`src/rtl/core/sdud_pkg.sv`:
```
// ----------------------------------------------------------------------------
// sdud_pkg
// Shared types, constants and the CRC8 byte step for the stepper-driver
// UART datagram master.
// ----------------------------------------------------------------------------
package sdud_pkg;

  localparam int REPLY_BUFFER_BYTES = 32;
  localparam int COUNT_W            = $clog2(REPLY_BUFFER_BYTES + 1);
  localparam int WINDOW_BYTES       = 8;
  localparam int SLOT_W             = $clog2(WINDOW_BYTES);
  localparam int FRAME_BYTES        = 7;
  localparam int IDX_W              = 3;

  localparam logic [7:0] SYNC_BYTE  = 8'h05;
  localparam logic [7:0] CRC_POLY   = 8'h07;
  localparam logic [7:0] WRITE_FLAG = 8'h80;

  typedef enum logic [1:0] {
    ACT_WRITE = 2'd0,
    ACT_READ  = 2'd1,
    ACT_REPLY = 2'd2,
    ACT_END   = 2'd3
  } action_t;

  typedef enum logic [1:0] {
    ST_OK      = 2'd0,
    ST_TIMEOUT = 2'd1,
    ST_INVALID = 2'd2
  } status_t;

  localparam logic KIND_TX     = 1'b0;
  localparam logic KIND_STATUS = 1'b1;

  typedef struct packed {
    action_t     action;
    logic [7:0]  node_address;
    logic [6:0]  reg_address;
    logic [31:0] write_value;
    logic [7:0]  rx_byte;
  } in_item_t;

  typedef struct packed {
    logic        kind;
    logic [7:0]  tx_byte;
    logic        last;
    logic [1:0]  status;
    logic [31:0] read_value;
  } out_item_t;

  // Control from the dispatcher to reply capture
  typedef struct packed {
    logic       flush;
    logic       arm;
    logic       disarm;
    logic       reply;
    logic [6:0] reg_address;
    logic [7:0] rx_byte;
  } cap_ctl_t;

  // Capture state seen by the dispatcher
  typedef struct packed {
    logic        enough;
    logic        found;
    logic [31:0] value;
  } cap_stat_t;

  // One job for the transmit sequencer
  typedef struct packed {
    logic                 kind;
    logic [FRAME_BYTES-1:0][7:0] frame;
    logic [IDX_W-1:0]     last_idx;
    logic [1:0]           status;
    logic [31:0]          value;
  } tx_cmd_t;

  // One data byte through the CRC: MSB-first register, data fed LSB-first
  function automatic logic [7:0] crc8_byte(input logic [7:0] crc, input logic [7:0] data);
    logic [7:0] c;
    logic       fb;
    c = crc;
    for (int b = 0; b < 8; b++) begin
      fb = c[7] ^ data[b];
      c  = {c[6:0], 1'b0} ^ (fb ? CRC_POLY : 8'h00);
    end
    return c;
  endfunction

endpackage

```
`src/rtl/core/sdud_reply_capture.sv`:
```
// ----------------------------------------------------------------------------
// sdud_reply_capture
// Sliding eight-byte reply window with a ring of running CRCs, one per
// possible frame start, so each window is checked in a single byte step.
// ----------------------------------------------------------------------------
module sdud_reply_capture (
  input  logic               clk,
  input  logic               rst_n,
  input  sdud_pkg::cap_ctl_t ctl,
  output sdud_pkg::cap_stat_t stat
);
  import sdud_pkg::*;

  logic [WINDOW_BYTES-1:0][7:0] window_r;
  logic [WINDOW_BYTES-1:0][7:0] acc_r;
  logic [COUNT_W-1:0]           count_r;
  logic [6:0]                   expected_r;
  logic                         armed_r;
  logic                         found_r;
  logic [31:0]                  value_r;

  logic              take;
  logic              hit;
  logic [SLOT_W-1:0] slot_new;
  logic [SLOT_W-1:0] slot_chk;

  assign slot_new = count_r[SLOT_W-1:0];
  assign slot_chk = slot_new + SLOT_W'(1);
  assign take     = ctl.reply && armed_r && (count_r < COUNT_W'(REPLY_BUFFER_BYTES));

  // window_r[1] becomes the oldest byte once rx_byte shifts in
  assign hit = take && !found_r && (count_r >= COUNT_W'(WINDOW_BYTES - 1)) &&
               (window_r[1] == SYNC_BYTE) && (window_r[3][6:0] == expected_r) &&
               (acc_r[slot_chk] == ctl.rx_byte);

  always_ff @(posedge clk) begin
    if (!rst_n) begin
      count_r    <= '0;
      expected_r <= '0;
      armed_r    <= 1'b0;
      found_r    <= 1'b0;
    end else if (ctl.flush) begin
      count_r <= '0;
      found_r <= 1'b0;
      armed_r <= ctl.arm;
      if (ctl.arm) begin
        expected_r <= ctl.reg_address;
      end
    end else if (ctl.disarm) begin
      armed_r <= 1'b0;
    end else if (take) begin
      count_r <= count_r + COUNT_W'(1);
      if (hit) begin
        found_r <= 1'b1;
      end
    end
  end

  // Payload: window, running CRCs and the kept value
  always_ff @(posedge clk) begin
    if (take) begin
      window_r <= {ctl.rx_byte, window_r[WINDOW_BYTES-1:1]};
      for (int k = 0; k < WINDOW_BYTES; k++) begin
        // restart the slot for the frame that begins with this byte
        acc_r[k] <= crc8_byte((SLOT_W'(k) == slot_new) ? 8'h00 : acc_r[k], ctl.rx_byte);
      end
      if (hit) begin
        value_r <= {window_r[4], window_r[5], window_r[6], window_r[7]};
      end
    end
  end

  assign stat.enough = (count_r >= COUNT_W'(WINDOW_BYTES));
  assign stat.found  = found_r;
  assign stat.value  = value_r;

  a_found_needs_frame: assert property (@(posedge clk) disable iff (!rst_n)
    found_r |-> count_r >= COUNT_W'(WINDOW_BYTES))
    else $error("frame kept with fewer than eight reply bytes");

  a_count_bounded: assert property (@(posedge clk) disable iff (!rst_n)
    count_r <= COUNT_W'(REPLY_BUFFER_BYTES))
    else $error("reply count past buffer size");

  a_flush_clears: assert property (@(posedge clk) disable iff (!rst_n)
    ctl.flush |=> (count_r == '0) && !found_r)
    else $error("request did not flush capture");

endmodule

```
`src/rtl/core/sdud_tx_sequencer.sv`:
```
// ----------------------------------------------------------------------------
// sdud_tx_sequencer
// Holds one request frame or status job and hands its results to the output
// register one per cycle unless stalled, ending each frame with its running CRC.
// ----------------------------------------------------------------------------
module sdud_tx_sequencer (
  input  logic                clk,
  input  logic                rst_n,
  input  logic                load,
  input  sdud_pkg::tx_cmd_t   cmd,
  output logic                can_load,
  output logic                out_valid,
  input  logic                out_ready,
  output sdud_pkg::out_item_t out_data
);
  import sdud_pkg::*;

  logic                   busy_r;
  tx_cmd_t                job_r;
  logic [IDX_W-1:0]       idx_r;
  logic [7:0]             crc_r;
  logic                   out_valid_r;
  out_item_t              out_data_r;

  logic       advance;
  logic       at_last;
  logic [7:0] byte_cur;
  out_item_t  res_nxt;

  assign advance  = busy_r && (!out_valid_r || out_ready);
  assign at_last  = (idx_r == job_r.last_idx);
  assign can_load = !busy_r || (advance && at_last);

  always_comb begin
    byte_cur = at_last ? crc_r : job_r.frame[idx_r];
    res_nxt  = '0;
    res_nxt.kind = job_r.kind;
    res_nxt.last = at_last;
    if (job_r.kind == KIND_STATUS) begin
      res_nxt.status     = job_r.status;
      res_nxt.read_value = job_r.value;
    end else begin
      res_nxt.tx_byte = byte_cur;
    end
  end

  always_ff @(posedge clk) begin
    if (!rst_n) begin
      busy_r      <= 1'b0;
      out_valid_r <= 1'b0;
    end else begin
      if (load) begin
        busy_r <= 1'b1;
      end else if (advance && at_last) begin
        busy_r <= 1'b0;
      end
      if (advance) begin
        out_valid_r <= 1'b1;
      end else if (out_ready) begin
        out_valid_r <= 1'b0;
      end
    end
  end

  always_ff @(posedge clk) begin
    if (load) begin
      job_r <= cmd;
      idx_r <= '0;
      crc_r <= 8'h00;
    end else if (advance) begin
      idx_r <= idx_r + IDX_W'(1);
      crc_r <= crc8_byte(crc_r, byte_cur);
    end
    if (advance) begin
      out_data_r <= res_nxt;
    end
  end

  assign out_valid = out_valid_r;
  assign out_data  = out_data_r;

  a_status_shape: assert property (@(posedge clk) disable iff (!rst_n)
    out_valid_r && out_data_r.kind |-> out_data_r.last && (out_data_r.tx_byte == 8'h00))
    else $error("status result with transmit byte or without last");

  a_tx_shape: assert property (@(posedge clk) disable iff (!rst_n)
    out_valid_r && !out_data_r.kind |-> (out_data_r.status == 2'd0) &&
                                        (out_data_r.read_value == 32'd0))
    else $error("transmit result carries status or value");

  a_load_when_free: assert property (@(posedge clk) disable iff (!rst_n)
    load |-> !busy_r || (advance && at_last))
    else $error("job loaded over a job still in progress");

endmodule

```
`src/rtl/core/stepper_driver_uart_datagram_top.sv`:
```
// ----------------------------------------------------------------------------
// stepper_driver_uart_datagram_top
// Master side of a single-wire stepper-driver UART datagram link: builds
// write and read requests, checks reply frames and reports read completion.
// ----------------------------------------------------------------------------
//  channel | ports                         | carries
//  --------+-------------------------------+-----------------------------------
//  input   | in_valid, in_ready, in_data   | request, reply byte or end of reply
//  result  | out_valid, out_ready, out_data| request byte or read status
//
//  A reply byte is taken every cycle and yields no result. A write request
//  yields 8 results, a read 4, an end of reply 1; the transmit sequencer
//  emits one result per cycle unless the output stalls, so a request holds
//  off the next request or end of reply until its final byte moves to the
//  output register, fed from the job register. Reset is synchronous and
//  clears capture and handshake state; no clearing pass is needed.
// ----------------------------------------------------------------------------
module stepper_driver_uart_datagram_top (
  input  logic                clk,
  input  logic                rst_n,
  input  logic                in_valid,
  output logic                in_ready,
  input  sdud_pkg::in_item_t  in_data,
  output logic                out_valid,
  input  logic                out_ready,
  output sdud_pkg::out_item_t out_data
);
  import sdud_pkg::*;

  logic      accept;
  logic      can_load;
  logic      is_reply;
  logic      load;
  cap_ctl_t  cap_ctl;
  cap_stat_t cap_stat;
  tx_cmd_t   cmd;

  assign is_reply = (in_data.action == ACT_REPLY);
  assign in_ready = is_reply || can_load;
  assign accept   = in_valid && in_ready;
  assign load     = accept && !is_reply;

  always_comb begin
    cap_ctl             = '0;
    cap_ctl.reg_address = in_data.reg_address;
    cap_ctl.rx_byte     = in_data.rx_byte;
    cmd                 = '0;
    cmd.frame[0]        = SYNC_BYTE;
    cmd.frame[1]        = in_data.node_address;
    unique case (in_data.action)
      ACT_WRITE: begin
        cap_ctl.flush = accept;
        cmd.kind      = KIND_TX;
        cmd.frame[2]  = WRITE_FLAG | {1'b0, in_data.reg_address};
        cmd.frame[3]  = in_data.write_value[31:24];
        cmd.frame[4]  = in_data.write_value[23:16];
        cmd.frame[5]  = in_data.write_value[15:8];
        cmd.frame[6]  = in_data.write_value[7:0];
        cmd.last_idx  = IDX_W'(7);
      end
      ACT_READ: begin
        cap_ctl.flush = accept;
        cap_ctl.arm   = 1'b1;
        cmd.kind      = KIND_TX;
        cmd.frame[2]  = {1'b0, in_data.reg_address};
        cmd.last_idx  = IDX_W'(3);
      end
      ACT_REPLY: begin
        cap_ctl.reply = accept;
      end
      ACT_END: begin
        cap_ctl.disarm = accept;
        cmd.kind       = KIND_STATUS;
        cmd.last_idx   = '0;
        // timeout wins over a kept frame
        if (!cap_stat.enough) begin
          cmd.status = ST_TIMEOUT;
        end else if (cap_stat.found) begin
          cmd.status = ST_OK;
          cmd.value  = cap_stat.value;
        end else begin
          cmd.status = ST_INVALID;
        end
      end
      default: begin
        cmd.kind = KIND_TX;
      end
    endcase
  end

  sdud_reply_capture u_capture (
    .clk  (clk),
    .rst_n(rst_n),
    .ctl  (cap_ctl),
    .stat (cap_stat)
  );

  sdud_tx_sequencer u_tx (
    .clk      (clk),
    .rst_n    (rst_n),
    .load     (load),
    .cmd      (cmd),
    .can_load (can_load),
    .out_valid(out_valid),
    .out_ready(out_ready),
    .out_data (out_data)
  );

endmodule

```
`config.mk`:
```
export PLATFORM = sky130hd
export DESIGN_NAME = stepper_driver_uart_datagram_top
export DESIGN_NICKNAME = d
export VERILOG_FILES = /design/src/rtl/core/sdud_pkg.sv /design/src/rtl/core/sdud_reply_capture.sv /design/src/rtl/core/sdud_tx_sequencer.sv /design/src/rtl/core/stepper_driver_uart_datagram_top.sv
export SDC_FILE = /design/constraint.sdc
export NUM_CORES = 1
export LEC_CHECK = 0
export BUFFER_PORTS_ARGS = -buffer_cell sky130_fd_sc_hd__buf_4
export CAP_MARGIN = 30
export CORE_MARGIN = 8
export CORE_UTILIZATION = 50
export CTS_BUF_LIST = sky130_fd_sc_hd__clkbuf_4
export CTS_CLUSTER_DIAMETER = 120
export CTS_CLUSTER_SIZE = 8
export DETAILED_ROUTE_END_ITERATION = 8
export GPL_TIMING_DRIVEN = 1
export PLACE_DENSITY_LB_ADDON = 0.2
export REMOVE_ABC_BUFFERS = 1
export SYNTH_ARGS = -nofsm -noshare
export SYNTH_HDL_FRONTEND = slang
export SYNTH_SLANG_ARGS = --single-unit
```
`constraint.sdc`:
```
create_clock -name clk -period 13.1 [get_ports clk]
set_clock_uncertainty 0.15 [all_clocks]
set_input_delay 1.31 -clock clk [delete_from_list [all_inputs] [get_ports clk]]
set_output_delay 1.31 -clock clk [all_outputs]
set_load 0.05 [all_outputs]
```
==> flow_metrics.env <==
export IMPL_status="finished clean"
export IMPL_ir_worst_vdd_mv=0.06318
export IMPL_crit_family="flip-flops"
export IMPL_min_from="u_capture.window_r[23]"
export IMPL_cts_buffer_depth=3
export IMPL_critPathBufInv=1
export IMPL_ys_async_sr_fraction_pct=0
export IMPL_internal_power_mw=1.590
export IMPL_hold_viol_final=0
export IMPL_dieHeight_um=182.2
export IMPL_rr_endpoint="u_capture.value_r[19]"
export IMPL_drv_slew=0
export IMPL_setup_viol=0
export IMPL_gp_congestion=0.8544
export IMPL_crit_path_start="u_tx.idx_r[0]"
export IMPL_initial_core_util_pct=50.25
export IMPL_hold_buffers=0
export IMPL_dr_pass1_iters=5
export IMPL_num_fill_cells=2212
export IMPL_area_growth_syn_to_layout_pct=13.66
export IMPL_crit_path_end="in_ready"
export IMPL_drive_above_1_share_pct=21.76
export IMPL_drv_cap=0
export IMPL_finalNetCount=1146
export IMPL_clkLatencyLatePin_ns=0.67
export IMPL_share_comb_of_total_power_pct=19.3
export IMPL_crit_arrival_ns=2.75
export IMPL_synth_area_leaders="edfxtp_1 61%, xnor2_1 7.1%, xor2_1 6.6%, and2_1 4.5%, dfxtp_1 4.1%"
export IMPL_cts_setup_buffers=0
export IMPL_slew_headroom_pct=30.77
export IMPL_final_common_cell="edfxtp_1"
export IMPL_p_sw_share_pct=26.79
export IMPL_fmax_ghz=0.2377
export IMPL_vias=7418
export IMPL_postRouteAntennaNets=0
export IMPL_netlist_instances=945
export IMPL_grt_max_degree=75
export IMPL_ys_ff_latch=308
export IMPL_final_util_pct=57.11
export IMPL_switching_power_mw=0.5819
export IMPL_critical_path_depth=5
export IMPL_cp_max_fo=18
export IMPL_ys_flop_type="edfxtp_1"
export IMPL_p_leak_nw=5.546
export IMPL_powerDensity_nw_per_um2=138.4
export IMPL_grt_pass1_vias=7497
export IMPL_synth_edff_count=280
export IMPL_rows=61
export IMPL_grt_usage_pct=16.30
export IMPL_multiInputGateArea_um2=4683
export IMPL_crit_path_start_kind="flop"
export IMPL_clkPwrFrac_pct=27.1
export IMPL_hold_path_class="flop to flop"
export IMPL_clkSinkCount=308
export IMPL_cp_slowest_cell="dfxtp_1"
export IMPL_ys_warn_count=0
export IMPL_grt_pass1_wl_um=42560
export IMPL_synth_area_per_cell_um2=14.61
export IMPL_antenna_found_initial=1
export IMPL_numCtsBuffers=44
export IMPL_grt_overflow=0
export IMPL_dp_hpwl_um=18620
export IMPL_fin_crit_ns=4.208
export IMPL_dieArea_um2=33180
export IMPL_setup_tns_ns=0
export IMPL_dpl_cell_area_um2=15090
export IMPL_p_seq_share_pct=53.5
export IMPL_stdcell_area_um2=15690
export IMPL_clkTransAtPathRegs_ns=0.10
export IMPL_end_kind="output pin"
export IMPL_r2r_cells=10
export IMPL_final_cell_mix="280 x edfxtp_1, 115 x buf_4, 109 x xnor2_1, 104 x xor2_1, 99 x and2_1"
export IMPL_die_x_um=182.2
export IMPL_via_per_inst=5.116
export IMPL_reg2reg_slack_ns=9.20
export IMPL_yosysTopAreaCell="edfxtp_1"
export IMPL_yosysUniqueCellTypes=52
export IMPL_route_detailed_drc=0
export IMPL_yosys_area_top_type_share_pct=60.90
export IMPL_cts_root_buffer="clkbuf_4"
export IMPL_period_share_pct=32.12
export IMPL_path_cells="and3_1 > o21ai_4 > o21ai_0 > nand2b_1 > buf_4"
export IMPL_wl_um=27080
export IMPL_cts_tree="yes"
export IMPL_seq_area_frac_synth_pct=64.96
export IMPL_io_pins=107
export IMPL_rsz0062_at_grt="false"
export IMPL_core_area_um2=27480
export IMPL_cp_required_ns=11.64
export IMPL_power_mw=2.172
export IMPL_netlist_area_um2=13810
export IMPL_drt_iter0_markers=626
export IMPL_wl_per_cell_um=18.68
export IMPL_critPathKind="flop to output pin"
export IMPL_max_stage_delay_ns=0.89
export IMPL_cts_max_level=2
export IMPL_reg2reg_from="u_capture.count_r[0]"
export IMPL_final_seq_area_um2=8969
export IMPL_worst_pin_slew_ns=1.035
export IMPL_ctsResizeCount=0
export IMPL_io_buffer_count=106
==> cell usage after synthesis, drive strengths merged, types with 13 or more instances <==
cell and number:
a21oi 15, edfxtp 280, mux4 21, nor2b 23, nand2b 13, dfxtp 28
xnor2 117, mux2i 28, xor2 107, nor2 53, clkbuf 21, and2 99
nand2 55
==> cells by family after synthesis <==
family	count (synthesis)	share of synthesized area (%)
muxes	56	6.027
and+or+nand+nor	267	10.18
DFF	308	64.96
AOI/OAI and AO/OA	41	2.012
buffers and inverters	42	1.387
xor gates and xnor gates	225	14.89
adders and majority gates	6	0.5438
==> metrics by stage <==
step / hold WS (ns) / instances / setup slack [ns]
floorplan: 0.2503 / 913 / -0.7051
global placement: 0.2508 / 1374 / 8.810
detailed placement: 0.2545 / 1378 / 8.696
CTS: 0.2485 / 1448 / 8.873
global route: 0.2775 / 1450 / 8.657
finish: 0.2757 / 1450 / 8.892
==> power by group through the flow <==
stage / Sequential, mW / Clock, mW / Combinational, mW
2_1_floorplan: 1.23 / 0 / 0.273
3_3_place_gp: 1.19 / 0 / 0.412
3_5_place_dp: 1.19 / 0 / 0.425
4_1_cts: 1.16 / 0.612 / 0.426
5_1_grt: 1.17 / 0.646 / 0.457
6_report: 1.16 / 0.589 / 0.420
==> how the worst min path moves through the flow <==
stage / to / slack [ns] / cells after the start
3_5_place_dp: u_capture.window_r[9] / 0.25 / 0
4_1_cts: u_capture.window_r[12] / 0.25 / 0
6_report: u_capture.window_r[15] / 0.28 / 0
5_1_grt: u_capture.window_r[12] / 0.28 / 0
3_3_place_gp: u_capture.window_r[11] / 0.25 / 0
2_1_floorplan: u_capture.window_r[10] / 0.25 / 0
==> registers in the layout, indices dropped and copies added (netlist names) <==
register              cells
u_capture.count_r         6
u_capture.expected_r      7
u_capture.acc_r          64
u_capture.armed_r         1
u_tx.idx_r                3
u_tx.busy_r               1
u_capture.window_r       56
u_tx.out_valid            1
u_tx.job_r               84
u_capture.found_r         1
u_capture.value_r        32
u_tx.out_data            44
u_tx.crc_r                8
==> area by class of cell <==
type	count	area share (%)
diodes	1	0.01595
clock buffers	66	3.158
clock inverters	4	0.4864
inverters	10	0.2472
multi-input cells	595	29.85
flip-flops and latches	308	57.16
well taps	346	2.759
repair buffers	120	6.331
==> routing by layer <==
metal / vias up / share of wire, % / wire, um / track usage (%)
li1: 3597 / - / - / -
met1: 3606 / 44 / 12000 / 21.95
met3: 45 / 5.6 / 1511 / 3.162
met2: 170 / 48 / 12950 / 26.46
met4: 0 / 2.3 / 622 / 5.051
met5: - / 0 / 0 / 0
Power figures use the tool's default switching activity.
